### config.mk
export PLATFORM = sky130hd
export DESIGN_NAME = i2c_master_bit_sequencer
export DESIGN_NICKNAME = d
export VERILOG_FILES = /design/src/rtl/i2cbs_pkg.sv /design/src/rtl/i2cbs_core.sv /design/src/rtl/i2c_master_bit_sequencer.sv
export SDC_FILE = /design/constraint.sdc
export NUM_CORES = 1
export LEC_CHECK = 0
export BUFFER_PORTS_ARGS = -buffer_cell sky130_fd_sc_hd__buf_2
export CAP_MARGIN = 30
export CORE_MARGIN = 2
export CORE_UTILIZATION = 40
export CTS_CLUSTER_DIAMETER = 40
export CTS_CLUSTER_SIZE = 16
export DETAILED_ROUTE_END_ITERATION = 7
export GPL_TIMING_DRIVEN = 0
export PLACE_DENSITY = 0.53
export SLEW_MARGIN = 40
export SYNTH_ARGS = -nofsm -noshare
export SYNTH_HDL_FRONTEND = slang
export SYNTH_SLANG_ARGS = --single-unit
### constraint.sdc
create_clock -name clk -period 7.14 [get_ports clk]
set_input_delay 1.428 -clock clk [delete_from_list [all_inputs] [get_ports clk]]
set_output_delay 1.428 -clock clk [all_outputs]
set_load 0.05 [all_outputs]
### src/rtl/i2cbs_pkg.sv
// ----------------------------------------------------------------------------
// i2cbs_pkg
// Shared types and constants of the I2C master bit sequencer.
// ----------------------------------------------------------------------------
`default_nettype none

package i2cbs_pkg;

  localparam int TICK_COUNT_BITS_DEF = 10;

  localparam int CFG_W     = 10;
  localparam int CFG_IDX_W = 3;

  localparam logic [CFG_IDX_W-1:0] CFG_BUS_PHASE   = 3'd0;
  localparam logic [CFG_IDX_W-1:0] CFG_CLOCK_HIGH  = 3'd1;
  localparam logic [CFG_IDX_W-1:0] CFG_CLOCK_LOW   = 3'd2;
  localparam logic [CFG_IDX_W-1:0] CFG_DATA_SETUP  = 3'd3;
  localparam logic [CFG_IDX_W-1:0] CFG_READ_SETUP  = 3'd4;
  localparam logic [CFG_IDX_W-1:0] CFG_SAMPLE_HOLD = 3'd5;

  localparam logic [CFG_W-1:0] RST_BUS_PHASE   = 10'd10;
  localparam logic [CFG_W-1:0] RST_CLOCK_HIGH  = 10'd20;
  localparam logic [CFG_W-1:0] RST_CLOCK_LOW   = 10'd20;
  localparam logic [CFG_W-1:0] RST_DATA_SETUP  = 10'd1;
  localparam logic [CFG_W-1:0] RST_READ_SETUP  = 10'd5;
  localparam logic [CFG_W-1:0] RST_SAMPLE_HOLD = 10'd1;

  localparam int OP_W = 3;
  localparam logic [OP_W-1:0] OP_TICK  = 3'd0;
  localparam logic [OP_W-1:0] OP_START = 3'd1;
  localparam logic [OP_W-1:0] OP_STOP  = 3'd2;
  localparam logic [OP_W-1:0] OP_WRITE = 3'd3;
  localparam logic [OP_W-1:0] OP_READ  = 3'd4;

  localparam logic [3:0] BITS_PER_XFER = 4'd9;

  typedef enum logic [3:0] {
    PH_IDLE      = 4'd0,
    PH_ST_SCLHI  = 4'd1,
    PH_ST_SDALO  = 4'd2,
    PH_ST_SCLLO  = 4'd3,
    PH_ST_END    = 4'd4,
    PH_SP_SDALO  = 4'd5,
    PH_SP_SCLHI  = 4'd6,
    PH_SP_SDAHI  = 4'd7,
    PH_TX_SCLHI  = 4'd8,
    PH_TX_SCLLO  = 4'd9,
    PH_TX_END    = 4'd10,
    PH_RX_SCLHI  = 4'd11,
    PH_RX_SAMPLE = 4'd12,
    PH_RX_SCLLO  = 4'd13,
    PH_RX_END    = 4'd14
  } phase_t;

  typedef struct packed {
    phase_t          phase;
    logic [OP_W-1:0] kind;
    logic [3:0]      bits;
    logic [7:0]      shift;
    logic            ackh;
    logic            scl;
    logic            sda;
    logic            sen;
    logic            nack;
    logic [7:0]      rx;
    logic            done;
  } seq_state_t;

  typedef struct packed {
    logic [CFG_W-1:0] bus_phase;
    logic [CFG_W-1:0] clock_high;
    logic [CFG_W-1:0] clock_low;
    logic [CFG_W-1:0] data_setup;
    logic [CFG_W-1:0] read_setup;
    logic [CFG_W-1:0] sample_hold;
  } cfg_t;

endpackage

`default_nettype wire

### src/rtl/i2cbs_core.sv
// ----------------------------------------------------------------------------
// i2cbs_core
// Applies one request to the sequencer state and runs at most one pin step.
// ----------------------------------------------------------------------------
`default_nettype none

module i2cbs_core import i2cbs_pkg::*; #(
  parameter int TICK_COUNT_BITS = TICK_COUNT_BITS_DEF
) (
  input  seq_state_t                 st_i,
  input  logic [TICK_COUNT_BITS-1:0] wait_i,
  input  logic                       apply_i,
  input  logic [OP_W-1:0]            op_i,
  input  logic [7:0]                 data_i,
  input  logic                       ack_i,
  input  logic                       sample_i,
  input  cfg_t                       cfg_i,
  output seq_state_t                 st_o,
  output logic [TICK_COUNT_BITS-1:0] wait_o,
  output logic                       more_o,
  output logic                       rej_o
);

  localparam int SW = (TICK_COUNT_BITS > CFG_W) ? TICK_COUNT_BITS : CFG_W;
  localparam logic [SW-1:0] LIM = SW'((64'd1 << TICK_COUNT_BITS) - 64'd1);

  function automatic logic [TICK_COUNT_BITS-1:0] sat(input logic [CFG_W-1:0] t);
    logic [SW-1:0] te;
    te = SW'(t);
    if (te > LIM) begin
      return TICK_COUNT_BITS'(LIM);
    end
    return TICK_COUNT_BITS'(te);
  endfunction

  function automatic seq_state_t next_bit(input seq_state_t s);
    seq_state_t r;
    r = s;
    if (s.kind == OP_WRITE) begin
      if (s.bits > 4'd1) begin
        r.sda   = s.shift[7];
        r.shift = {s.shift[6:0], 1'b0};
        r.sen   = 1'b1;
        r.phase = PH_TX_SCLHI;
      end else begin
        r.sen   = 1'b0;
        r.phase = PH_RX_SCLHI;
      end
    end else begin
      if (s.bits > 4'd1) begin
        r.sen   = 1'b0;
        r.phase = PH_RX_SCLHI;
      end else begin
        r.sda   = s.ackh;
        r.sen   = 1'b1;
        r.phase = PH_TX_SCLHI;
      end
    end
    return r;
  endfunction

  logic [TICK_COUNT_BITS-1:0] ld_bus, ld_hi, ld_lo, ld_ds, ld_rs, ld_sh;

  assign ld_bus = sat(cfg_i.bus_phase);
  assign ld_hi  = sat(cfg_i.clock_high);
  assign ld_lo  = sat(cfg_i.clock_low);
  assign ld_ds  = sat(cfg_i.data_setup);
  assign ld_rs  = sat(cfg_i.read_setup);
  assign ld_sh  = sat(cfg_i.sample_hold);

  seq_state_t                 s;
  logic [TICK_COUNT_BITS-1:0] w;
  logic                       rej;

  always_comb begin
    s   = st_i;
    w   = wait_i;
    rej = 1'b0;

    if (apply_i) begin
      s.done = 1'b0;
      unique case (op_i)
        OP_TICK: begin
          if (s.phase != PH_IDLE && w != '0) begin
            w = w - TICK_COUNT_BITS'(1);
          end
        end
        OP_START, OP_STOP, OP_WRITE, OP_READ: begin
          if (s.phase != PH_IDLE) begin
            rej = 1'b1;
          end else begin
            s.kind = op_i;
            unique case (op_i)
              OP_START: begin
                s.sda   = 1'b1;
                s.phase = PH_ST_SCLHI;
                w       = ld_bus;
              end
              OP_STOP: begin
                s.scl   = 1'b0;
                s.phase = PH_SP_SDALO;
                w       = ld_bus;
              end
              OP_WRITE: begin
                s.shift = data_i;
                s.bits  = BITS_PER_XFER;
                s       = next_bit(s);
                w       = (s.phase == PH_TX_SCLHI) ? ld_ds : ld_rs;
              end
              default: begin
                s.shift = 8'd0;
                s.ackh  = ack_i;
                s.bits  = BITS_PER_XFER;
                s       = next_bit(s);
                w       = (s.phase == PH_TX_SCLHI) ? ld_ds : ld_rs;
              end
            endcase
          end
        end
        default: ;
      endcase
    end

    if (s.phase != PH_IDLE && w == '0) begin
      unique case (s.phase)
        PH_ST_SCLHI: begin s.scl = 1'b1; w = ld_bus; s.phase = PH_ST_SDALO; end
        PH_ST_SDALO: begin s.sda = 1'b0; w = ld_bus; s.phase = PH_ST_SCLLO; end
        PH_ST_SCLLO: begin s.scl = 1'b0; w = ld_bus; s.phase = PH_ST_END; end
        PH_SP_SDALO: begin s.sda = 1'b0; w = ld_bus; s.phase = PH_SP_SCLHI; end
        PH_SP_SCLHI: begin s.scl = 1'b1; w = ld_bus; s.phase = PH_SP_SDAHI; end
        PH_SP_SDAHI: begin
          s.sda   = 1'b1;
          s.phase = PH_IDLE;
          w       = '0;
          s.bits  = 4'd0;
          s.done  = 1'b1;
        end
        PH_TX_SCLHI: begin s.scl = 1'b1; w = ld_hi; s.phase = PH_TX_SCLLO; end
        PH_TX_SCLLO: begin s.scl = 1'b0; w = ld_lo; s.phase = PH_TX_END; end
        PH_RX_SCLHI: begin s.scl = 1'b1; w = ld_hi; s.phase = PH_RX_SAMPLE; end
        PH_RX_SAMPLE: begin
          if (s.kind == OP_WRITE) begin
            s.nack = sample_i;
          end else begin
            s.shift = {s.shift[6:0], sample_i};
          end
          w       = ld_sh;
          s.phase = PH_RX_SCLLO;
        end
        PH_RX_SCLLO: begin s.scl = 1'b0; w = ld_lo; s.phase = PH_RX_END; end
        PH_TX_END, PH_RX_END: begin
          if (s.phase == PH_RX_END) begin
            s.sen = 1'b1;
          end
          if (s.bits != 4'd0) begin
            s.bits = s.bits - 4'd1;
          end
          if (s.kind == OP_READ && s.bits == 4'd1) begin
            s.rx = s.shift;
          end
          if (s.bits == 4'd0) begin
            s.phase = PH_IDLE;
            w       = '0;
            s.done  = 1'b1;
          end else begin
            s = next_bit(s);
            w = (s.phase == PH_TX_SCLHI) ? ld_ds : ld_rs;
          end
        end
        default: begin
          s.phase = PH_IDLE;
          w       = '0;
          s.bits  = 4'd0;
          s.done  = 1'b1;
        end
      endcase
    end
  end

  assign st_o   = s;
  assign wait_o = w;
  assign more_o = (s.phase != PH_IDLE) && (w == '0);
  assign rej_o  = rej;

endmodule

`default_nettype wire

### src/rtl/i2c_master_bit_sequencer.sv
// ----------------------------------------------------------------------------
// i2c_master_bit_sequencer
// I2C master pin sequencer driven by tick and command requests.
// ----------------------------------------------------------------------------
// Result: registered once an accepted request and any chained zero-wait pin
//   steps have run; each chained step is taken from the state register.
// Throughput: one request per cycle while every step wait is nonzero and no
//   output stall; the single-step core holds input for chained zero-wait steps.
// Reset: bus idle (SCL and SDA high, SDA driven), registers at defaults.
// ----------------------------------------------------------------------------
`default_nettype none

module i2c_master_bit_sequencer import i2cbs_pkg::*; #(
  parameter int TICK_COUNT_BITS = TICK_COUNT_BITS_DEF
) (
  input  logic                 clk,
  input  logic                 rst_n,
  input  logic                 in_valid,
  output logic                 in_stall,
  input  logic [OP_W-1:0]      in_op,
  input  logic [7:0]           in_data_byte,
  input  logic                 in_ack_to_send,
  input  logic                 in_sda_sample,
  output logic                 out_valid,
  input  logic                 out_stall,
  output logic                 out_scl_level,
  output logic                 out_sda_level,
  output logic                 out_sda_drive,
  output logic                 out_busy_res,
  output logic                 out_done_res,
  output logic [7:0]           out_rx_byte,
  output logic                 out_nack,
  output logic                 out_rejected,
  input  logic                 cfg_valid,
  output logic                 cfg_ready,
  input  logic [CFG_IDX_W-1:0] cfg_index,
  input  logic [CFG_W-1:0]     cfg_data
);

  cfg_t                       cfg_r;
  seq_state_t                 st_r, st_nxt;
  logic [TICK_COUNT_BITS-1:0] wait_r, wait_nxt;
  logic                       drain_r, smp_r, rej_r;
  logic                       out_valid_r;
  logic                       o_scl_r, o_sda_r, o_sen_r, o_busy_r, o_done_r;
  logic [7:0]                 o_rx_r;
  logic                       o_nack_r, o_rej_r;

  logic slot_free, acc, step_en, more, rej_c, emit;

  assign slot_free = !out_valid_r || !out_stall;
  assign in_stall  = drain_r || !slot_free;
  assign acc       = in_valid && !in_stall;
  assign step_en   = acc || (drain_r && slot_free);
  assign emit      = step_en && !more;
  assign cfg_ready = 1'b1;

  i2cbs_core #(
    .TICK_COUNT_BITS (TICK_COUNT_BITS)
  ) u_core (
    .st_i     (st_r),
    .wait_i   (wait_r),
    .apply_i  (acc),
    .op_i     (in_op),
    .data_i   (in_data_byte),
    .ack_i    (in_ack_to_send),
    .sample_i (acc ? in_sda_sample : smp_r),
    .cfg_i    (cfg_r),
    .st_o     (st_nxt),
    .wait_o   (wait_nxt),
    .more_o   (more),
    .rej_o    (rej_c)
  );

  always_ff @(posedge clk) begin
    if (!rst_n) begin
      cfg_r.bus_phase   <= RST_BUS_PHASE;
      cfg_r.clock_high  <= RST_CLOCK_HIGH;
      cfg_r.clock_low   <= RST_CLOCK_LOW;
      cfg_r.data_setup  <= RST_DATA_SETUP;
      cfg_r.read_setup  <= RST_READ_SETUP;
      cfg_r.sample_hold <= RST_SAMPLE_HOLD;
    end else if (cfg_valid && cfg_ready) begin
      unique case (cfg_index)
        CFG_BUS_PHASE:   cfg_r.bus_phase   <= cfg_data;
        CFG_CLOCK_HIGH:  cfg_r.clock_high  <= cfg_data;
        CFG_CLOCK_LOW:   cfg_r.clock_low   <= cfg_data;
        CFG_DATA_SETUP:  cfg_r.data_setup  <= cfg_data;
        CFG_READ_SETUP:  cfg_r.read_setup  <= cfg_data;
        CFG_SAMPLE_HOLD: cfg_r.sample_hold <= cfg_data;
        default: ;
      endcase
    end
  end

  always_ff @(posedge clk) begin
    if (!rst_n) begin
      st_r.phase <= PH_IDLE;
      st_r.kind  <= '0;
      st_r.bits  <= '0;
      st_r.shift <= '0;
      st_r.ackh  <= 1'b0;
      st_r.scl   <= 1'b1;
      st_r.sda   <= 1'b1;
      st_r.sen   <= 1'b1;
      st_r.nack  <= 1'b0;
      st_r.rx    <= '0;
      st_r.done  <= 1'b0;
      wait_r     <= '0;
      drain_r    <= 1'b0;
      smp_r      <= 1'b0;
      rej_r      <= 1'b0;
    end else begin
      if (step_en) begin
        st_r    <= st_nxt;
        wait_r  <= wait_nxt;
        drain_r <= more;
      end
      if (acc) begin
        smp_r <= in_sda_sample;
        rej_r <= rej_c;
      end
    end
  end

  always_ff @(posedge clk) begin
    if (!rst_n) begin
      out_valid_r <= 1'b0;
    end else if (emit) begin
      out_valid_r <= 1'b1;
    end else if (!out_stall) begin
      out_valid_r <= 1'b0;
    end
  end

  always_ff @(posedge clk) begin
    if (emit) begin
      o_scl_r  <= st_nxt.scl;
      o_sda_r  <= st_nxt.sda;
      o_sen_r  <= st_nxt.sen;
      o_busy_r <= st_nxt.phase != PH_IDLE;
      o_done_r <= st_nxt.done;
      o_rx_r   <= st_nxt.rx;
      o_nack_r <= st_nxt.nack;
      o_rej_r  <= acc ? rej_c : rej_r;
    end
  end

  assign out_valid     = out_valid_r;
  assign out_scl_level = o_scl_r;
  assign out_sda_level = o_sda_r;
  assign out_sda_drive = o_sen_r;
  assign out_busy_res  = o_busy_r;
  assign out_done_res  = o_done_r;
  assign out_rx_byte   = o_rx_r;
  assign out_nack      = o_nack_r;
  assign out_rejected  = o_rej_r;

  a_idle_no_wait: assert property (@(posedge clk) disable iff (!rst_n)
    (st_r.phase == PH_IDLE) |-> (wait_r == '0))
    else $error("idle sequencer holds a pending wait");

  a_rest_has_wait: assert property (@(posedge clk) disable iff (!rst_n)
    (!drain_r && st_r.phase != PH_IDLE) |-> (wait_r != '0))
    else $error("busy sequencer at rest with expired wait");

  a_done_not_busy: assert property (@(posedge clk) disable iff (!rst_n)
    (out_valid && out_done_res) |-> !out_busy_res)
    else $error("finished request reported as busy");

  a_drain_no_accept: assert property (@(posedge clk) disable iff (!rst_n)
    drain_r |=> (!$past(acc) || !$past(more)))
    else $error("request accepted during chained steps");

endmodule

`default_nettype wire
# --- After elaboration in Yosys (flattened, before gate mapping) ---
# Index checks and enable logic that the tools add are counted.
op_classes:
  add_sub_neg: 2
  order_cmp: 7
  eq_ne: 29
  mux: 85
  reduce_logical: 42
op_table:
  columns: ["op", "n"]
  rows:
  - ["2-to-1 mux 10 bit", 20]
  - ["2-to-1 mux 33 bit", 4]
  - ["2-to-1 mux 4 bit", 16]
  - ["greater-than comparator 10 bit (second input constant)", 6]
  - ["one-hot mux 10 bit (5 select lines)", 1]
  - ["one-hot mux 4 bit (11 select lines)", 1]
  - ["equality test 4 bit (second input constant)", 10]
  - ["2-to-1 mux 8 bit", 5]
  - ["one-hot mux 10 bit (2 select lines)", 2]
  - ["one-hot mux 13 bit (2 select lines)", 1]
  - ["2-to-1 mux 1 bit", 22]
  - ["one-hot mux 11 bit (2 select lines)", 1]
  - ["2-to-1 mux 21 bit", 1]
  - ["zero test 10 bit", 2]
  - ["one-hot mux 8 bit (2 select lines)", 1]
  - ["nonzero test 4 bit", 4]
  - ["equality test 3 x 2 -> 1 bit (second input constant)", 5]
  - ["equality test 3 bit (second input constant)", 4]
  - ["equality test 4 x 3 -> 1 bit (second input constant)", 3]
  - ["one-hot mux 4 bit (3 select lines)", 1]
  - ["AND reduction 2 bit", 6]
  - ["nonzero test 10 bit", 1]
  - ["OR reduction 10 bit", 1]
  - ["OR reduction 2 bit", 5]
  - ["other kinds (19)", 42]
word_totals:
  regBits: 122
  inputBits: 31
  output_inout_bits: 18

# --- Longest topological paths before layout ---
# Gate-level depths: netlist of run 1.
depth:
  word_depth: 32
  mapped_depth: 20
  mapped_depth_nobuf: 16

# --- Hierarchy ---
# Synthesis of run 1 repeated with hierarchy kept, for this count alone.
unflattened:
  cells_unflattened: 902
  area_unflattened_um2: 7245.7
by_module_without_submodules:
  columns: ["module", "n_inst", "cells_each", "area_each_um2", "seq_area_each_um2"]
  rows:
  - ["i2c_master_bit_sequencer", 1, 443, 4255.3, 2592.5]
  - ["i2cbs_core", 1, 459, 2990.4, 0.0]

# --- Least setup slack after synthesis of run 1 ---
# No wires, ideal clock.
synth_path:
  path_type: "input -> register"
  startpoint: "input out_stall"
  endpoint: "register o_busy_r, in the netlist out_busy_res, enable pin"
  arrival_time_ps: 5947
  t_required_ps: 6768
  slack_ps: 821
  path_stages: 19
  path_cell_list: "a21oi_2 > inv_1 > nor3_2 > clkbuf_1 > nand2_1 > clkbuf_1 > nand2_1 > ha_1 > nor3b_1 > xnor2_1 > a21boi_0 > o211ai_1 > a21oi_1 > clkbuf_1 > a22oi_1 > and3_1 > and3_1 > o2111ai_1 > and2_1"
synth_via:
  elab_chain_len: 26
synth_lines:
  columns: ["element", "line", "text"]
  rows:
  - ["from (decl)", "i2c_master_bit_sequencer.sv:25", "input logic out_stall,"]
  - ["zero test 1 bit *", null, null]
  - ["logical OR 1 bit *", "i2c_master_bit_sequencer.sv:51", "assign slot_free = !out_valid_r || !out_stall;"]
  - ["zero test 1 bit *", "i2c_master_bit_sequencer.sv:52", "assign in_stall = drain_r || !slot_free;"]
  - ["logical OR 1 bit *", "i2c_master_bit_sequencer.sv:52", null]
  - ["named net in_stall", "i2c_master_bit_sequencer.sv:19", "output logic in_stall,"]
  - ["zero test 1 bit *", "i2c_master_bit_sequencer.sv:53", "assign acc = in_valid && !in_stall;"]
  - ["logical AND 1 bit *", "i2c_master_bit_sequencer.sv:53", null]
  - ["2-to-1 mux 33 bit", "i2cbs_core.sv:80", "if (apply_i) begin"]
  - ["[12 not listed]", null, null]
  - ["2-to-1 mux 10 bit", "i2cbs_core.sv:161", "if (s.bits == 4'd0) begin"]
  - ["one-hot mux 10 bit (5 select lines)", "i2cbs_core.sv:125", "unique case (s.phase)"]
  - ["2-to-1 mux 10 bit", "i2cbs_core.sv:124", "if (s.phase != PH_IDLE && w == '0) begin"]
  - ["zero test 10 bit", "i2cbs_core.sv:182", "assign more_o = (s.phase != PH_IDLE) && (w == '0);"]
  - ["logical AND 1 bit", "i2cbs_core.sv:182", null]
  - ["zero test 1 bit", "i2c_master_bit_sequencer.sv:55", "assign emit = step_en && !more;"]
  - ["logical AND 1 bit *", "i2c_master_bit_sequencer.sv:55", null]
  - ["named net emit", "i2c_master_bit_sequencer.sv:49", "logic slot_free, acc, step_en, more, rej_c, emit;"]
  - ["to (signal assigned)", "i2c_master_bit_sequencer.sv:141", "o_busy_r <= st_nxt.phase != PH_IDLE;"]
  - ["to (decl)", "i2c_master_bit_sequencer.sv:45", "logic o_scl_r, o_sda_r, o_sen_r, o_busy_r, o_done_r;"]
# Mark *: on every way through the listed nets, which the timed path passes. The rest lies on a longest branch. The select of a mux whose other input is x is not followed.
# A chain may end at the register's enable or synchronous reset.

# --- Worst setup path in the final report of run 1 ---
layout_path:
  startpoint: "input out_stall"
  endpoint: "register o_rx_r[1], in the netlist out_rx_byte[1], enable pin"
layout_via:
  elab_chain_len: 26
layout_lines:
  columns: ["element", "line", "text"]
  rows:
  - ["zero test 1 bit *", null, null]
  - ["logical OR 1 bit *", "i2c_master_bit_sequencer.sv:51", null]
  - ["zero test 1 bit", "i2c_master_bit_sequencer.sv:52", null]
  - ["logical OR 1 bit", "i2c_master_bit_sequencer.sv:52", null]
  - ["zero test 1 bit", "i2c_master_bit_sequencer.sv:53", null]
  - ["logical AND 1 bit", "i2c_master_bit_sequencer.sv:53", null]
  - ["2-to-1 mux 33 bit", "i2cbs_core.sv:80", null]
  - ["subtractor 4 x 1 -> 4 bit / nonzero test 4 bit (equally long branches)", "i2cbs_core.sv:156, i2cbs_core.sv:155", null]
  - ["[11 not listed]", null, null]
  - ["2-to-1 mux 10 bit", "i2cbs_core.sv:161", null]
  - ["one-hot mux 10 bit (5 select lines)", "i2cbs_core.sv:125", null]
  - ["2-to-1 mux 10 bit", "i2cbs_core.sv:124", null]
  - ["zero test 10 bit", "i2cbs_core.sv:182", null]
  - ["logical AND 1 bit", "i2cbs_core.sv:182", null]
  - ["zero test 1 bit", "i2c_master_bit_sequencer.sv:55", null]
  - ["logical AND 1 bit *", "i2c_master_bit_sequencer.sv:55", null]
  - ["named net emit", "i2c_master_bit_sequencer.sv:49", null]
  - ["to (signal assigned)", "i2c_master_bit_sequencer.sv:143", "o_rx_r <= st_nxt.rx;"]
  - ["to (decl)", "i2c_master_bit_sequencer.sv:46", "logic [7:0] o_rx_r;"]
# Marks and branches as above.

==> results.md, run 1 <==
* Status: complete, no violations
* Fin util at 0.473
* Setup violators final at 0
* Initial antenna violation count at 0
* Switching power at 0.661 mW
* Compound-Gate Fraction of Synth Area at 0.277
* Worst slew margin at 0.482
* 1st-iter DRT viols at ~760
* Sequential share of the synthesized area at 0.370
* Die ar. at 18,600 um^2
* Global-route wire length before repair at 39.3 mm
* CTS tree: done
* VDD IR max at roughly 0.19 mV
* Syn nets at 945
* Max Cap Viol at 0
* Netlist cell types at 80
* Max-slew violation count at 0
* PwrDens at 247 nW/um^2
* Async S/R FF share, synth at 0
* Clock power frac at 0.404
* Worst path slowest cell: clkbuf_1
* Drt total wl at 25.5 mm
* Predominant post-synthesis flop cell: dfxtp_1
* TritonCTS buffer count at 17
* Internal at 1.35 mW
* Vias in the first global route at 6,504
* Slew @ Worst Pin at 0.767 ns
* Post-route ant nets at 0
* Initial core utilization at 0.408
* Switching Fraction at 0.329
* Post-CTS setup buffers at 0
* Crit path time final at around 6.8 ns
* Pleak at 3.00 nW
* Design area at 8120 um^2
* Ys Warns at 0
* Die Ht at 136 um
* Clock skew at approximately 0.010 ns
* Synthesized instance count at 912
* CP endpoint kind: flip-flop
* Chip width at 136 um
* NumNets Final at 1,009
* Logic pwr share at 0.222
* Clk sinks at 122
* Crit Path Max Fanout at 15
* Core area at around 17,000 um^2
* Max Buffers Root-to-Sink at 2
* Syn Area/Cell at around 7.7 um^2
* Diodes inserted at 0
* Crit-path max cell delay at 0.41 ns
* Area taken by flip-flops and latches at 2590 um^2
* Total GRT Usage at 0.283
* DRC at 0
* Layout cells sized above 1 at 0.127
* Simple-gate area share of the yosys netlist at 0.265
* Syn-to-layout area delta at 16.0%
* Sequential share of power at 0.374
* Hold_buf cts at 0
* Post-synthesis mux area share at 0.0309
* IO Pins at 49
* Post-DP HPWL at between 15 and 20 mm
* CP Cell Sequence: buf_2 > a21oi_4 > inv_1 > nor3_4 > clkbuf_1 > nand2_1 > clkbuf_1 > nand2_1 > ha_1 > nor3b_2 > xnor2_1 > a21boi_0 > o211ai_1 > a21oi_1 > clkbuf_2 > a22oi_1 > and3_1 > and3_1 > o2111ai_1 > and2_4
* DR vias at 7,245
* Max Freq at 0.147 GHz
* Critical path arrival at around 6.9 ns
* Post-Synth XOR/XNOR Area at 0.00875
* Vias per cell at ~6
* Multi-input gate area at 4160 um^2
* Register bit total from synthesis at 122
* Largest net degree at the start of global routing at 17
* DR pass1 iterations at 6
* HP Class: reg2reg
* Cell Area, Synth at about 7000 um^2
* GP Congestion at 0.946
* WL per Instance at 21.1 um
* Clk Latency, worst-skew pair at 0.43 ns
* Std cell rows at 48
* Layout fillers at 1,821
* Commonest cells after routing, fill and taps aside: nand2_1 (193), dfxtp_1 (107), a21oi_1 (103), nor2_1 (66), buf_2 (49)
* Final Hold Viols at 0
* PortBufs at 45
* Adder-cell share of the synthesized area at 0.00357
* WS Path Type: in2reg
* Largest family of logic cells by synthesized area: compound AO/OA/AOI/OAI gates
* DP Area at roughly 7500 um^2
* CTS Root Cell: clkbuf_16
* RSZ-0062 raised after global routing: false
* Tot Pwr at between 2 and 2.5 mW
* CP required at 7.25 ns
* Type of origin of the critical path: input port
* Worst-path clk slew at 0.06 ns
* Commonest non-fill, non-tap cell in the layout: nand2_1
* Final worst-path cycle share at 0.950
* CTS H-tree lvls at 4
* GR Overflow Total at 0
* Post-synth EDFFs at 15
cell families (layout without fill, tap and decap cells):
kind of cell / after synthesis / after routing
AO/OA/AOI/OAI: 295 / 295
XOR/XNOR: 7 / 7
adder cells (fa/ha/maj): 2 / 2
buffers and inverters: 71 / 147
flip-flops: 122 / 122
multiplexers: 21 / 21
other: 1 / 1
AND/OR/NAND/NOR: 393 / 393
worst paths after layout:
kind	from	slack, ns	end	cells past startpoint
max	out_stall	0.36	out_rx_byte[1]	20
min	cfg_r[4]	0.45	cfg_r[4]	2
max reg2reg	st_r[29]	1.00	out_rx_byte[1]	20
min reg2reg	cfg_r[4]	0.45	cfg_r[4]	2
area by class of cell:
cell class                 instances  share of cell area
clock buffer                      21              0.0595
sequential                       122               0.319
buffer                            56              0.0314
clock inverter                    10             0.00817
inverter                          15             0.00693
tap                              225              0.0347
timing repair buffer              45              0.0277
multi-input combinational        719               0.512
worst max-delay path, delay by kind of cell:
| family | cells | cell delay [ns] |
|---|---|---|
| buffers and inverters | 5 | 1.46 |
| AOI/OAI and AO/OA | 6 | 1.50 |
| and+or+nand+nor | 7 | 2.02 |
| adders and majority gates | 1 | 0.28 |
| xor gates and xnor gates | 1 | 0.19 |
flip-flops by register name (all words and copies together) (netlist names), 8 cells and up:
register	count
st_r	33
cfg_r	60
wait_r	10
out_rx_byte	8
through the flow:
stage / instances / hold WS [ns] / worst slack (ns) / TNS, ns
6_report: 1213 / 0.455 / 0.360 / 0
5_1_grt: 1213 / 0.465 / 0.0545 / 0
4_1_cts: 1213 / 0.457 / 0.0889 / 0
3_5_place_dp: 1182 / 0.449 / -1.06 / -16.31
3_3_place_gp: 1182 / 0.443 / -1.06 / -16.45
2_1_floorplan: 912 / 0.432 / 0.821 / 0
cell usage after synthesis, types with 4 or more instances:
cell | instances | area, um^2
o31ai_1 | 4 | 30.0
o21ai_1 | 4 | 20.0
nor4_2 | 4 | 50.1
a22oi_1 | 18 | 135
a22o_1 | 8 | 70.1
a21oi_1 | 103 | 515
nand2_1 | 193 | 724
nor2b_1 | 6 | 37.5
inv_1 | 15 | 56.3
nor3_1 | 16 | 80.1
a21o_1 | 6 | 45.0
nor2_1 | 66 | 248
o22ai_1 | 8 | 50.1
nor3b_1 | 5 | 37.5
edfxtp_1 | 15 | 450
buf_6 | 4 | 45.0
o21a_1 | 7 | 52.6
a211o_1 | 4 | 35.0
a221oi_1 | 12 | 105
clkbuf_1 | 44 | 165
mux2_2 | 5 | 56.3
and3_1 | 13 | 81.3
nand4_1 | 7 | 43.8
nand3_1 | 37 | 185
a211oi_1 | 10 | 75.1
buf_2 | 4 | 20.0
a221o_1 | 8 | 80.1
xor2_1 | 4 | 35.0
or3_1 | 4 | 25.0
and2_1 | 10 | 62.6
o21ai_0 | 45 | 225
a311oi_1 | 4 | 35.0
o211ai_1 | 8 | 60.1
a31oi_1 | 9 | 56.3
mux2i_1 | 16 | 160
dfxtp_1 | 107 | 2140
timing repair:
item	4_1_cts	5_1_grt
hold endpoints to repair	0	0
setup endpoints to repair	15	15
resized for setup	5	4
power by group through the flow:
stage,Combinational (mW),Clock (mW),Sequential [mW]
floorplan,0.272,0,0.788
finish,0.445,0.811,0.751
CTS,0.435,0.819,0.750
global placement,0.431,0,0.765
detailed placement,0.431,0,0.765
global route,0.480,0.853,0.754
metal layers:
metal / share of wire / wire [um] / up-vias / GRT usage
met3: 0.071 / 1820 / 44 / 0.0552
met4: 0.025 / 646 / 0 / 0.0938
met2: 0.45 / 11600 / 306 / 0.438
met1: 0.45 / 11500 / 3424 / 0.393
met5: 0 / 0 / - / 0
li1: - / - / 3471 / -
Power figures use the tool's default switching activity.
==> run 2: changes to the inputs <==
- CAP_MARGIN: 30 -> not set
- CORE_MARGIN: 2 -> 3
- CORE_UTILIZATION: 40 -> 30
- PLACE_DENSITY: 0.53 -> 0.41
==> run 2 against run 1 <==
  * Critical path depth is the same
  * Worst hold slack worse by 0.0018 ns
  * Cell area grew 1.6%
  * Fmax rose by 1.2%
==> results.md, run 2 (same netlist as run 1, synthesis figures left out) <==
* Pleak at 3.00 nW (+0.15%)
* DR pass1 iterations at 5 (-1)
* DR vias at 7,279 (+0.47%)
* Met2 WL at 13.4 mm (+16%)
* Largest net degree at the start of global routing at 17 (unchanged)
* Drt total wl at 29.0 mm (+13%)
* TritonCTS buffer count at 17 (unchanged)
* Post-place setup slack at -1.35 ns (-0.292 ns)
* Critical path arrival at 6.81 ns (-0.08 ns)
* Commonest non-fill, non-tap cell in the layout: nand2_1
* Largest register FFs at 60 (unchanged)
* Crit Path Max Fanout at 15 (unchanged)
* Post-CTS setup buffers at 0 (unchanged)
* Switching Fraction at 0.347 (+0.0177)
* Logic pwr share at 0.222 (about the same)
* Diodes inserted at 0 (unchanged)
* HP Class: reg2reg
* Clk Latency, worst-skew pair at 0.43 ns (about the same)
* 1st-iter DRT viols at 595 (-22%)
* Final non-filler cell total at 1,302 (+7.3%)
* CP endpoint kind: flip-flop
* Clock skew at 0.0144 ns (+0.00418 ns)
* CP required at 7.25 ns (about the same)
* Internal at 1.35 mW (+0.36%)
* VDD IR max at 0.143 mV (-24%)
* Worst r2r src: st_r[29]
* Die Ht at 159 um (+16%)
* Die ar. at 25,200 um^2 (+36%)
* Max Cap Viol at 0 (unchanged)
* Layout fillers at 2,469 (+36%)
* NumNets Final at 1,009 (unchanged)
* DP Area at 7650 um^2 (+1.5%)
* PwrDens at 251 nW/um^2 (+1.4%)
* Setup violators final at 0 (unchanged)
* WL per Instance at 22.3 um (+5.7%)
* FF-to-FF path depth at 20 (unchanged)
* Clk sinks at 122 (unchanged)
* WS Path Type: in2reg
* Post-DP HPWL at 21.2 mm (+12%)
* Final worst-path cycle share at 0.938 (-0.0115)
* CTS Root Cell: clkbuf_16
* Vias in the first global route at 6,965 (+7.1%)
* Max Freq at 0.149 GHz (+1.2%)
* RSZ-0062 raised after global routing: false
* Status: complete, no violations
* Initial core utilization at 0.307 (-0.100)
* WL met3 at 1.64 mm (-10%)
* Switching power at 0.718 mW (+8.6%)
* DRC at 0 (unchanged)
* R2r endpoint: out_scl_level
* Commonest cells after routing, fill and taps aside: nand2_1 (192), dfxtp_1 (107), a21oi_1 (103), nor2_1 (66), buf_2 (49)
* CP startpoint: out_stall
* Clock power frac at 0.415 (+0.011)
* Chip width at 159 um (+16%)
* Type of origin of the critical path: input port
* Slew @ Worst Pin at 0.851 ns (+0.0838 ns)
* Worst-path clk slew at 0.06 ns (about the same)
* Wl on met1 at 13.5 mm (+17%)
* Uppermost layer routed: met4
* GP Congestion at 0.886 (-6.3%)
* Setup ws final at 0.442 ns (+0.0819 ns)
* Most flops, register: cfg_r
* Layout cells sized above 1 at 0.129 (+0.00291)
* Core area at 22,800 um^2 (+33%)
* Multi-input gate area at 4170 um^2 (+0.21%)
* Design area at 8250 um^2 (+1.6%)
* Vias per cell at 5.59 (-6.4%)
* Syn-to-layout area delta at 17.8%
* Worst path slowest cell: clkbuf_1
* IO Pins at 49 (unchanged)
* Global-route wire length before repair at 44.1 mm (+12%)
* GR Overflow Total at 0 (unchanged)
* Post-route ant nets at 0 (unchanged)
* Max Buffers Root-to-Sink at 2 (unchanged)
* Initial antenna violation count at 0 (unchanged)
* Sequential share of power at 0.363 (-0.011)
* Max-slew violation count at 0 (unchanged)
* CP Cell Sequence: buf_2 > a21oi_4 > inv_1 > nor3_4 > clkbuf_2 > nand2_2 > clkbuf_1 > nand2_1 > ha_1 > nor3b_2 > xnor2_1 > a21boi_0 > nand4_1 > a21oi_1 > clkbuf_1 > a221oi_1 > and3_1 > and3_1 > o2111ai_1 > and2_4
* Crit path time final at 6.70 ns (-0.0819 ns)
* Worst setup endpoint: out_scl_level
* Worst slew margin at 0.433 (-0.0492)
* CTS H-tree lvls at 4 (unchanged)
* CTS tree: done
* Placed insts at 1,270 (+7.4%)
* Area taken by flip-flops and latches at 2590 um^2 (unchanged)
* Std cell rows at 55 (+15%)
* Crit-path max cell delay at 0.41 ns (about the same)
* Final Hold Viols at 0 (unchanged)
* PortBufs at 45 (unchanged)
* R2R setup slack at 1.11 ns (+0.11 ns)
* Total GRT Usage at 0.228 (-0.0552)
* Regs by FF count: cfg_r (60), st_r (33), wait_r (10)
## run 2: cell count changes in the layout (fill, tap and decap cells not counted), sizes merged
cell / change
inv: +7
clkinv: -5
bufinv: +1
clkinvlp: +1
clkbuf: -3
## run 2: area by class of cell
type | count | share of cell area
inverter | 15 | 0.00682
sequential | 122 | 0.314
clock inverter | 14 | 0.0161
timing repair buffer | 45 | 0.0273
multi-input combinational | 719 | 0.505
buffer | 56 | 0.0309
tap | 313 | 0.0475
clock buffer | 18 | 0.0520
## run 2: power groups by stage
stage / clock network (mW) / registers [mW] / logic, mW
after floorplan: 0 / 0.788 / 0.272
after global placement: 0 / 0.766 / 0.449
after detailed placement: 0 / 0.765 / 0.449
after CTS: 0.872 / 0.751 / 0.453
after global routing: 0.899 / 0.755 / 0.497
final: 0.859 / 0.751 / 0.459
## run 2: worst min-delay path by stage
stage,start,slack [ns],endpoint,cells past startpoint
after CTS,cfg_r[4],0.46,cfg_r[4],2
after global placement,cfg_r[58],0.44,cfg_r[58],2
final,cfg_r[4],0.45,cfg_r[4],2
after floorplan,cfg_r[38],0.43,cfg_r[38],2
after global routing,cfg_r[35],0.48,cfg_r[35],2
after detailed placement,cfg_r[58],0.45,cfg_r[58],2
## run 2: repair_timing
action	in CTS	in global routing
hold buffers	0	0
endpoints found under the setup margin	17	16
resized for setup	7	3
## run 2: metrics by stage
stage	power, mW	TNS, ns	hold slack (ns)	utilization
floorplan	1.06	0	0.432	-
global placement	1.22	-24.17	0.443	0.335
detailed placement	1.21	-23.70	0.448	0.336
CTS	2.08	0	0.457	0.362
global route	2.15	0	0.477	0.362
finish	2.07	0	0.453	0.362
## run 2: routing by layer
metal | global-route usage | up-vias
met5 | 0 | -
met4 | 0.0621 | 0
met3 | 0.0410 | 30
met2 | 0.370 | 257
met1 | 0.311 | 3517
li1 | - | 3475
## run 2: worst max-delay path: cells and delay by family
kind            cells  cell delay, ns
simple gates        8            2.05
buf+inv             5            1.42
compound gates      5            1.36
fa+ha+maj           1            0.28
xor+xnor            1            0.21
==> run 3: changes to the inputs <==
- SYNTH_HIERARCHICAL: not set -> 1
==> run 3 against run 2 <==
  * Sequential power is 4.3% higher
  * Power is 23% higher
  * Area after synthesis up 3.5%
  * Synthesized cell count down 1.1%
  * Flip-flop and latch count unchanged
  * Critical path type unchanged
  * Critical endpoint is now out_rx_byte[0]
  * Largest power group is now combinational cells
==> results.md, run 3 <==
* Status: complete, no violations
* Crit-path most repeated cell: buf_2
* Area contributors post-synth: dfxtp_1 (30%), o21ai_0 (7.1%), nand3_1 (6.9%)
* Post-synth EDFFs at 15 (unchanged)
* Register bit total from synthesis at 122 (unchanged)
* R2R setup slack at 1.00 ns (-0.11 ns)
* Predominant post-synthesis flop cell: dfxtp_1
* CP endpoint kind: flip-flop
* Std cell rows at 56 (+1.8%)
* GR Overflow Total at 0 (unchanged)
* Largest net degree at the start of global routing at 19 (+2)
* Crit-path max cell delay at 0.61 ns (+0.20 ns)
* Total Neg Setup Slack at 0 ns (unchanged)
* WHS Path Cells at 2 (unchanged)
* Worst slew margin at 0.444 (+0.0111)
* Crit path max-delay family: compound AO/OA/AOI/OAI gates
* Worst path slowest cell: o211ai_1
* Vias per cell at 5.55 (-0.68%)
* Clock skew at 0.0164 ns (+0.00202 ns)
* Slew @ Worst Pin at 0.830 ns (-0.0212 ns)
* Syn nets at 935 (-1.1%)
* Syn Area/Cell at 8.03 um^2 (+4.6%)
* Vias in the first global route at 7,166 (+2.9%)
* Worst r2r src: st_r[29]
* Dominant cell type by area after synthesis: dfxtp_1
* Hold_buf cts at 0 (unchanged)
* Drt total wl at 27.7 mm (-4.5%)
* PwrDens at 298 nW/um^2 (+19%)
* Most frequent cell after synthesis: nand2_1
* GP Congestion at 0.910 (+2.7%)
* Async S/R FF share, synth at 0 (unchanged)
* CTS Root Cell: clkbuf_16
* Core area at 23,600 um^2 (+3.7%)
* Global-route wire length before repair at 42.9 mm (-2.9%)
* Diodes inserted at 0 (unchanged)
* Max Cap Viol at 0 (unchanged)
* Post-DP HPWL at 20.6 mm (-2.7%)
* Syn-to-layout area delta at 17.8% (about the same)
* Regs by FF count: cfg_r (60), st_r (33), wait_r (10)
* Initial core utilization at 0.307 (-0.000586)
* Post-route ant nets at 0 (unchanged)
* Die Ht at 161 um (+1.7%)
* R2r endpoint: out_rx_byte[0]
* VDD IR max at 0.120 mV (-16%)
* Most frequent cells after synthesis: nand2_1 (111), dfxtp_1 (107), o21ai_0 (103), nand3_1 (100), nor2_1 (48)
* Layout cells sized above 1 at 0.160 (+0.0309)
* Total GRT Usage at 0.214 (-0.0139)
* 1st-iter DRT viols at 593 (-0.34%)
* Critical path arrival at 7.07 ns (+0.26 ns)
* WS Path Type: in2reg
* Final worst-path cycle share at 0.964 (+0.0262)
* Synthesized instance count at 902 (-1.1%)
* Cell Area, Synth at 7250 um^2 (+3.5%)
* Hold Path End: rej_r
* Commonest non-fill, non-tap cell in the layout: nand2_1
* Layout fillers at 2,533 (+2.6%)
* PortBufs at 45 (unchanged)
* CP required at 7.32 ns (+0.07 ns)
* Setup violators final at 0 (unchanged)
* CP Buf/Inv Count at 5 (unchanged)
* NumNets Final at 999 (-0.99%)
* Worst-path clk slew at 0.06 ns (about the same)
* Fin util at 0.362 (-0.000777)
* Initial antenna violation count at 0 (unchanged)
* Clk sinks at 122 (unchanged)
* Commonest cells after routing, fill and taps aside: nand2_1 (111), dfxtp_1 (107), o21ai_0 (103), nand3_1 (100), buf_2 (65)
* Type of origin of the critical path: input port
* FF-to-FF path depth at 17 (-15%)
* Max Freq at 0.145 GHz (-2.7%)
* Pleak at 3.18 nW (+5.8%)
* Final Hold Viols at 0 (unchanged)
* Crit Path Max Fanout at 13 (-2)
* WL per Instance at 21.3 um (-4.3%)
* Netlist cell types at 80 (unchanged)
* CP Cell Sequence: buf_2 > buf_2 > buf_2 > and3b_1 > o211ai_1 > nand2_1 > ha_1 > nand2_1 > a211o_1 > a311oi_4 > xnor2_1 > clkbuf_4 > mux2i_1 > o211ai_1 > a31oi_1 > o2111ai_1 > a211oi_1 > nor2_4 > buf_16
* Crit path time final at 6.88 ns (+0.187 ns)
* HP Class: reg2reg
* CTS tree: done
* Top cell type's share of synthesized area at 0.296 (-0.0102)
* Ys Warns at 6 (+6)
* IO Pins at 49 (unchanged)
* Sequential share of the synthesized area at 0.358 (-0.0124)
* DRC at 0 (unchanged)
* Clk Latency, worst-skew pair at 0.43 ns (about the same)
* Start point of the worst hold path: rej_r
* Most flops, register: cfg_r
* DR vias at 7,207 (-0.99%)
* Max Buffers Root-to-Sink at 2 (unchanged)
* Chip width at 161 um (+1.7%)
* Die ar. at 26,100 um^2 (+3.3%)
* CTS H-tree lvls at 4 (unchanged)
* DR pass1 iterations at 6 (+1)
* Max-slew violation count at 0 (unchanged)
* TritonCTS buffer count at 17 (unchanged)
* Largest register FFs at 60 (unchanged)
==> run 3: worst max-delay path by stage <==
stage | from | endpoint | depth (start not counted)
6_report | in_op[2] | out_rx_byte[0] | 19
5_1_grt | out_stall | out_done_res | 20
4_1_cts | in_op[1] | out_sda_level | 19
3_5_place_dp | out_stall | out_rx_byte[0] | 21
3_3_place_gp | out_stall | out_rx_byte[0] | 20
2_1_floorplan | out_stall | out_busy_res | 18
==> run 3: through the flow <==
| step | std cells | setup WS, ns | total power [mW] | hold slack (ns) | cell area [um^2] |
|---|---|---|---|---|---|
| final | 1298 | 0.255 | 2.54 | 0.466 | 8540 |
| after global routing | 1298 | -0.00198 | 2.67 | 0.490 | 8540 |
| after CTS | 1298 | 0.138 | 2.55 | 0.466 | 8520 |
| after detailed placement | 1267 | -0.782 | 1.67 | 0.456 | 7920 |
| after global placement | 1266 | -1.59 | 1.66 | 0.444 | 7870 |
| after floorplan | 902 | 0.899 | 1.37 | 0.432 | 7250 |
==> run 3: logic make-up (layout without fill, tap and decap cells) <==
kind of cell,count (synthesis),after routing,share of synthesized area
AOI/OAI and AO/OA,259,259,0.233
adders and majority gates,2,2,0.00345
DFF,122,122,0.358
xor gates and xnor gates,3,3,0.00363
other,1,1,0.000518
muxes,69,69,0.103
and+or+nand+nor,352,352,0.242
buffers and inverters,94,171,0.0561
==> run 3: where the power goes <==
| part | internal [mW] | leakage (nW) | switching [mW] |
|---|---|---|---|
| Clock | 0.502 | 0.291 | 0.376 |
| Combinational | 0.255 | 1.88 | 0.627 |
| Sequential | 0.754 | 1.01 | 0.0283 |
| Total | 1.51 | 3.18 | 1.03 |
==> run 3: area by class of cell <==
class | instances | area [um^2] | area share
buffer | 72 | 330 | 0.0387
clock buffer | 20 | 479 | 0.0561
multi-input combinational | 686 | 4290 | 0.503
clock inverter | 12 | 114 | 0.0133
inverter | 21 | 78.8 | 0.00923
tap | 319 | 399 | 0.0468
sequential | 122 | 2590 | 0.304
timing repair buffer | 46 | 253 | 0.0296
==> run 3: layer usage <==
layer / track usage / share of wire / routed length [um] / up-vias
met5: 0 / 0 / 0 / -
met1: 0.285 / 0.46 / 12700 / 3453
met4: 0.0919 / 0.036 / 996 / 0
met3: 0.0351 / 0.044 / 1230 / 47
met2: 0.342 / 0.46 / 12700 / 217
li1: - / - / - / 3490
==> run 3: timing repair <==
action / in CTS / in global routing
hold endpoints to repair: 0 / 0
gates resized for setup: 2 / 3
setup buffers: 0 / 0
endpoints found under the setup margin: 17 / 17
pin swaps: 0 / 1
==> run 3: worst min-delay path: cells and delay by family (launching register included) <==
family           cells  cell delay [ns]
DFF                  1             0.31
muxes                1             0.06
and+or+nand+nor      1             0.05
